### src/delimited_frame_receiver_core_macros.svh
// ----------------------------------------------------------------------------
// Assertion macros for the delimited frame receiver
// Shared concurrent assertion forms, clocked on clk and disabled in reset.
// ----------------------------------------------------------------------------
`ifndef DELIMITED_FRAME_RECEIVER_CORE_MACROS_SVH
`define DELIMITED_FRAME_RECEIVER_CORE_MACROS_SVH

// same-cycle implication
`define DFR_ASSERT_NOW(label, ante, cons, msg) \
  label: assert property (@(posedge clk) disable iff (rst) (ante) |-> (cons)) \
    else $error(msg);

// next-cycle implication
`define DFR_ASSERT_NEXT(label, ante, cons, msg) \
  label: assert property (@(posedge clk) disable iff (rst) (ante) |=> (cons)) \
    else $error(msg);

`endif

### src/dfr_pkg.sv
// ----------------------------------------------------------------------------
// dfr_pkg
// Constants, types and CRC helper for the delimited frame receiver.
// ----------------------------------------------------------------------------
`timescale 1ns / 1ps

package dfr_pkg;

  localparam int FRAME_BUFFER_BYTES = 256;
  localparam int HDR_LEN            = 11;
  localparam int WIN_LEN            = 14;
  localparam int MIN_FRAME          = 26;
  localparam int CNT_W              = $clog2(FRAME_BUFFER_BYTES + 1);

  localparam logic [15:0] CRC_POLY = 16'h1021;
  localparam logic [15:0] CRC_TOP  = 16'h8000;

  localparam logic [CNT_W-1:0] CNT_HDR     = CNT_W'(HDR_LEN);
  localparam logic [CNT_W-1:0] CNT_CRC_ON  = CNT_W'(MIN_FRAME - 1);
  localparam logic [CNT_W-1:0] CNT_CHECK   = CNT_W'(MIN_FRAME);
  localparam logic [CNT_W-1:0] CNT_BUF_MAX = CNT_W'(FRAME_BUFFER_BYTES);

  localparam logic [7:0] CHAR_F = 8'h46;

  typedef logic [7:0] byte_t;

  localparam byte_t END_PAT [9] = '{8'h46, 8'h52, 8'h41, 8'h4D, 8'h45,
                                    8'h5F, 8'h45, 8'h4E, 8'h44};
  localparam byte_t MARK_PAT [3] = '{8'h43, 8'h52, 8'h43};

  typedef enum logic [1:0] {
    ST_NONE     = 2'd0,
    ST_FRAME_OK = 2'd1,
    ST_OVERFLOW = 2'd2
  } status_t;

  typedef struct packed {
    logic             in_frame;
    logic [3:0]       hdr_cnt;
    logic [CNT_W-1:0] byte_cnt;
  } dfr_state_t;

  // header pattern, one byte per match index
  function automatic byte_t hdr_byte(input logic [3:0] idx);
    byte_t b;
    case (idx)
      4'd0:    b = 8'h46;
      4'd1:    b = 8'h52;
      4'd2:    b = 8'h41;
      4'd3:    b = 8'h4D;
      4'd4:    b = 8'h45;
      4'd5:    b = 8'h5F;
      4'd6:    b = 8'h42;
      4'd7:    b = 8'h45;
      4'd8:    b = 8'h47;
      4'd9:    b = 8'h49;
      4'd10:   b = 8'h4E;
      default: b = 8'h46;
    endcase
    return b;
  endfunction

  // bytewise CRC-16, MSB first, unrolled over eight bits
  function automatic logic [15:0] crc16_byte(input logic [15:0] crc, input byte_t b);
    logic [15:0] c;
    c = crc ^ {b, 8'h00};
    for (int k = 0; k < 8; k++) begin
      if ((c & CRC_TOP) != 16'h0000) c = (c << 1) ^ CRC_POLY;
      else c = c << 1;
    end
    return c;
  endfunction

endpackage

### src/dfr_engine.sv
// ----------------------------------------------------------------------------
// dfr_engine
// Header hunt, frame byte count, tail window, running CRC, tail check and overflow.
// ----------------------------------------------------------------------------
`timescale 1ns / 1ps

module dfr_engine import dfr_pkg::*; (
  input  logic       clk,
  input  logic       rst,
  input  logic       step,
  input  byte_t      rx_byte,
  output status_t    status,
  output dfr_state_t state
);

  logic             in_frame, in_frame_next;
  logic [3:0]       hdr_cnt, hdr_cnt_next;
  logic [CNT_W-1:0] byte_cnt, byte_cnt_next;
  logic [15:0]      crc, crc_next;
  byte_t            win [WIN_LEN];
  byte_t            win_next [WIN_LEN];
  logic             win_shift;

  logic [3:0]  idx;
  logic        tail_ok;

  always_comb begin
    in_frame_next = in_frame;
    hdr_cnt_next  = hdr_cnt;
    byte_cnt_next = byte_cnt;
    crc_next      = crc;
    win_shift     = 1'b0;
    status        = ST_NONE;
    idx           = (hdr_cnt >= 4'(HDR_LEN)) ? 4'd0 : hdr_cnt;
    tail_ok       = 1'b0;

    for (int i = 0; i < WIN_LEN - 1; i++) win_next[i] = win[i+1];
    win_next[WIN_LEN-1] = rx_byte;

    if (!in_frame) begin
      if (rx_byte == hdr_byte(idx)) begin
        if (idx == 4'(HDR_LEN - 1)) begin
          in_frame_next = 1'b1;
          hdr_cnt_next  = 4'd0;
          byte_cnt_next = CNT_HDR;
          crc_next      = 16'h0000;
        end else begin
          hdr_cnt_next = idx + 4'd1;
        end
      end else begin
        hdr_cnt_next = (rx_byte == CHAR_F) ? 4'd1 : 4'd0;
      end
    end else if (byte_cnt >= CNT_BUF_MAX) begin
      in_frame_next = 1'b0;
      hdr_cnt_next  = 4'd0;
      status        = ST_OVERFLOW;
    end else begin
      win_shift = 1'b1;
      // the byte leaving the window is payload once enough bytes are in
      if (byte_cnt >= CNT_CRC_ON) crc_next = crc16_byte(crc, win[0]);
      byte_cnt_next = byte_cnt + CNT_W'(1);

      tail_ok = (byte_cnt_next >= CNT_CHECK) && ({win_next[3], win_next[4]} == crc_next);
      for (int i = 0; i < 9; i++) if (win_next[5+i] != END_PAT[i]) tail_ok = 1'b0;
      for (int i = 0; i < 3; i++) if (win_next[i] != MARK_PAT[i]) tail_ok = 1'b0;

      if (tail_ok) begin
        in_frame_next = 1'b0;
        hdr_cnt_next  = 4'd0;
        status        = ST_FRAME_OK;
      end
    end
  end

  always_ff @(posedge clk) begin
    if (rst) begin
      in_frame <= 1'b0;
      hdr_cnt  <= 4'd0;
      byte_cnt <= '0;
      crc      <= 16'h0000;
    end else if (step) begin
      in_frame <= in_frame_next;
      hdr_cnt  <= hdr_cnt_next;
      byte_cnt <= byte_cnt_next;
      crc      <= crc_next;
    end
  end

  // window holds data only, no reset
  always_ff @(posedge clk) begin
    if (step && win_shift) begin
      for (int i = 0; i < WIN_LEN; i++) win[i] <= win_next[i];
    end
  end

  assign state = '{in_frame: in_frame, hdr_cnt: hdr_cnt, byte_cnt: byte_cnt};

endmodule

### src/delimited_frame_receiver_core.sv
// Path: an accepted byte is registered at the input, its status in the result register.
// Throughput: one byte per cycle unless out_stall holds the result; the CRC byte update plus
//   14-byte tail compare in dfr_engine lies between input and result registers.
// Reset (rst, synchronous): hunting for header, counters and CRC cleared,
//   both pipeline registers empty. The tail window is not reset.
// ----------------------------------------------------------------------------
// delimited_frame_receiver_core
// Byte-stream frame receiver with header hunt and CRC-16 tail check.
// ----------------------------------------------------------------------------
`timescale 1ns / 1ps
`include "delimited_frame_receiver_core_macros.svh"

module delimited_frame_receiver_core import dfr_pkg::*; (
  input  logic       clk,
  input  logic       rst,
  input  logic       in_valid,
  output logic       in_stall,
  input  logic [7:0] rx_byte,
  output logic       out_valid,
  input  logic       out_stall,
  output logic [1:0] status
);

  logic       in_full;
  byte_t      in_byte;
  logic       advance;
  logic       accept;
  status_t    status_calc;
  status_t    status_reg;
  dfr_state_t eng_state;

  assign advance  = in_full && (!out_valid || !out_stall);
  assign in_stall = in_full && !advance;
  assign accept   = in_valid && !in_stall;

  always_ff @(posedge clk) begin
    if (rst) begin
      in_full <= 1'b0;
    end else if (accept) begin
      in_full <= 1'b1;
    end else if (advance) begin
      in_full <= 1'b0;
    end
  end

  always_ff @(posedge clk) begin
    if (accept) in_byte <= rx_byte;
  end

  dfr_engine u_engine (
    .clk     (clk),
    .rst     (rst),
    .step    (advance),
    .rx_byte (in_byte),
    .status  (status_calc),
    .state   (eng_state)
  );

  always_ff @(posedge clk) begin
    if (rst) begin
      out_valid <= 1'b0;
    end else if (advance) begin
      out_valid <= 1'b1;
    end else if (!out_stall) begin
      out_valid <= 1'b0;
    end
  end

  always_ff @(posedge clk) begin
    if (advance) status_reg <= status_calc;
  end

  assign status = status_reg;

  // a completed or dropped frame always returns to hunting
  `DFR_ASSERT_NEXT(a_end_hunts, advance && (status_calc != ST_NONE), !eng_state.in_frame, "frame end did not resume hunting")
  `DFR_ASSERT_NOW(a_frame_no_hdr, eng_state.in_frame, eng_state.hdr_cnt == 4'd0, "header count nonzero inside frame")
  `DFR_ASSERT_NOW(a_cnt_range, eng_state.in_frame, (eng_state.byte_cnt >= CNT_HDR) && (eng_state.byte_cnt <= CNT_BUF_MAX), "frame byte count out of range")

endmodule

### config.mk
export PLATFORM = sky130hd
export DESIGN_NAME = delimited_frame_receiver_core
export DESIGN_NICKNAME = d
export VERILOG_FILES = /design/src/dfr_pkg.sv /design/src/dfr_engine.sv /design/src/delimited_frame_receiver_core.sv
export VERILOG_INCLUDE_DIRS = /design/src /design/src/src
export SDC_FILE = /design/constraint.sdc
export NUM_CORES = 1
export LEC_CHECK = 0
export BUFFER_PORTS_ARGS = -buffer_cell sky130_fd_sc_hd__clkbuf_2
export CAP_MARGIN = 10
export CORE_MARGIN = 1
export CORE_UTILIZATION = 45
export DETAILED_ROUTE_END_ITERATION = 16
export PLACE_DENSITY = 0.7
export SLEW_MARGIN = 20
export SYNTH_ARGS = -nofsm -noshare
export SYNTH_HDL_FRONTEND = slang
export SYNTH_SLANG_ARGS = --single-unit
### constraint.sdc
create_clock -name clk -period 3.7 [get_ports clk]
set_input_delay 0.185 -clock clk [delete_from_list [all_inputs] [get_ports clk]]
set_output_delay 0.185 -clock clk [all_outputs]
set_load 0.1 [all_outputs]
==> impl_metrics.env <==
export IMPL_run_status="completed"
export IMPL_power_mw=3.75
export IMPL_ys_flop_type="edfxtp_1"
export IMPL_holdPathStages=3
export IMPL_synth_fp_nets=479
export IMPL_antenna_found_initial=0
export IMPL_cp_depth=12
export IMPL_fp_coreArea_um2=14000
export IMPL_nets=518
export IMPL_start_kind="flop"
export IMPL_die_height_um=122
export IMPL_required_ns=4.06
export IMPL_post_route_min_period_ns=3.39
export IMPL_grt_pass1_vias=3763
export IMPL_routed_wl_um=12600
export IMPL_initial_utilization=0.464
export IMPL_grtUsageTotal=0.184
export IMPL_ios=16
export IMPL_largest_reg_flops=112
export IMPL_seq_area_frac_synth=0.664
export IMPL_worstPathCellList="o21ai_0, nand2_1, inv_1, ha_1, nand3b_1, o31ai_2, xnor2_1, or3_1, or4_4, or3_4, or4b_4, o211ai_2"
export IMPL_hpwl_um=8550
export IMPL_slowest_delay_ns=0.52
export IMPL_finalHoldViolations=0
export IMPL_crit_fanout=9
export IMPL_numPortBuffers=15
export IMPL_clock_root_buffer="clkbuf_16"
export IMPL_place_ws_ns=0.211
export IMPL_area_growth_pct=16.1
export IMPL_period_share=0.916
export IMPL_clkSinkCount=154
export IMPL_antenna_cells=0
export IMPL_top_register="u_engine.win"
export IMPL_vdd_drop_max_v=0.000474
export IMPL_yosysTopAreaCellShare=0.565
export IMPL_layout_drive_gt1_share=0.152
export IMPL_clock_latency_ns=0.42
export IMPL_ys_ff_latch=154
export IMPL_synth_async_reset_ratio=0
export IMPL_drc=0
export IMPL_rows=43
export IMPL_gp_congestion=0.879
export IMPL_top_regs="u_engine.win (112), u_engine.crc (16), u_engine.byte_cnt (9)"
export IMPL_cts_tree="done"
export IMPL_fp_dieArea_um2=14900
export IMPL_crit_type="reg -> reg"
export IMPL_clock_path_buffers=2
export IMPL_ys_warn_count=0
export IMPL_cts_buffers=17
export IMPL_worst_pin_slew_ns=0.743
export IMPL_hp_class="in -> reg"
export IMPL_rsz0062_at_grt="false"
export IMPL_fmax_ghz=0.295
export IMPL_firstDrtPassIters=5
export IMPL_htreeDepth=4
export IMPL_drv_slew=0
export IMPL_vias_per_cell=5.77
export IMPL_synthTopCellsByArea="edfxtp_1, dfxtp_1, xnor2_1, xor2_1, mux2i_1"
export IMPL_fin_worst_skew_ns=0.00695
export IMPL_grt_pass1_wl_um=19900
export IMPL_synth_top_area_cell="edfxtp_1"
export IMPL_final_cell_mix="edfxtp_1, dfxtp_1, xnor2_1, nand2_1, nor2_1"
export IMPL_drtIter0Drc=331
export IMPL_synthCells=460
export IMPL_syn_area_um2=6480
export IMPL_finalSetupViolCount=0
export IMPL_crit_arrival_ns=3.75
export IMPL_avgRoutedWirePerCell_um=18.2
export IMPL_fill_cells=1132
export IMPL_syn_area_per_cell_um2=14.1
export IMPL_critical_path_top_delay_family="simple AND/OR/NAND/NOR gates"
export IMPL_crit_buf_inv=1
export IMPL_die_x_um=122
export IMPL_synth_distinct_cells=70
export IMPL_r2r_cells=12
export IMPL_maxCapViolCount=0
export IMPL_critPathSlowestCell="dfxtp_1"
export IMPL_endpoint_kind="flop"
export IMPL_clkSlewWorstSetupHoldPaths_ns=0.06
export IMPL_slew_headroom=0.501
export IMPL_vias=3992
export IMPL_setup_ws_ns=0.309
export IMPL_globalRouteOverflowTotal=0
export IMPL_grt_start_max_net_pins=57
export IMPL_finalSetupTns_ns=0
export IMPL_powerDensity_nw_per_um2=499
export IMPL_ant_nets=0
export IMPL_synth_edf_count=122
export IMPL_whs_ns=0.0346
export IMPL_p_leak_nw=2.47
export IMPL_final_common_cell="edfxtp_1"
## kinds of logic after synthesis
logic type                 Yosys count  share of synthesized area
AOI/OAI and AO/OA                   83                     0.0922
xor gates and xnor gates            48                     0.0726
adders and majority gates            7                     0.0135
buffers and inverters               29                     0.0187
DFF                                154                      0.664
muxes                               13                     0.0203
and+or+nand+nor                    126                      0.119
## path summary, 6_finish.rpt
path / startpoint / endpoint / slack (ns)
worst max-delay path: u_engine.hdr_cnt[1] / u_engine.hdr_cnt[2] / 0.31
worst min-delay path: out_stall / out_valid / 0.03
worst max register to register: u_engine.hdr_cnt[1] / u_engine.hdr_cnt[2] / 0.31
worst min register to register: u_engine.win[1][44] / u_engine.win[1][36] / 0.44
## stage by stage
stage	utilization	instances	cell area, µm²
2_1_floorplan	-	460	6490
3_3_place_gp	0.487	651	6820
3_5_place_dp	0.487	651	6820
4_1_cts	0.537	692	7510
5_1_grt	0.538	692	7530
6_report	0.538	692	7530
## where the power goes
part,internal (mW),switching [mW],total (mW),leakage (nW)
Sequential,1.88,0.0215,1.90,1.37
Clock,1.02,0.735,1.75,0.292
Combinational,0.0330,0.0645,0.0975,0.812
Total,2.93,0.821,3.75,2.47
## metal layers
layer  global-route usage  wire length, µm  vias up
met4               0.0772              258        0
li1                     -                -     1868
met3               0.0478              717       22
met2                0.288             6080      138
met1                0.242             5530     1964
met5                    0                0        -
## worst reg2reg max path, delay by kind of cell, from the launching register on
family / cells / cell delay [ns]
adder cells (fa/ha/maj): 1 / 0.33
XOR/XNOR: 1 / 0.13
buffers and inverters: 1 / 0.09
flip-flops: 1 / 0.52
AND/OR/NAND/NOR: 6 / 1.89
AO/OA/AOI/OAI: 3 / 0.36
## timing repair
action / CTS / global route
hold buffers: 9 / 0
endpoints found under the setup margin: 0 / 12
gates resized for setup: 0 / 3
buffers inserted: 0 / 0
hold endpoints to repair: 9 / 0
## final cells by class
cell class	instances	area [µm²]	share of cell area
clock buffers	17	425	0.0565
clock inverters	15	180	0.0239
inverters	17	67.6	0.00898
multi-input cells	277	2070	0.276
flip-flops and latches	154	4300	0.572
well taps	180	225	0.0299
repair buffers	32	250	0.0332
## synth_stat cells (all sizes together) (5+ instances only)
library cell  number
o21ai             18
nand3              5
a22oi              5
nor4bb             5
clkbuf             6
xnor2             31
o32ai              7
mux2i             12
ha                 7
or3                6
nand4              9
edfxtp           122
nor4              10
nor4b              6
inv               17
buf                6
xor2              15
nor3              11
a22o               5
dfxtp             32
nand2             24
a21oi             15
nor2              20
(Power assumes the default switching activity.)
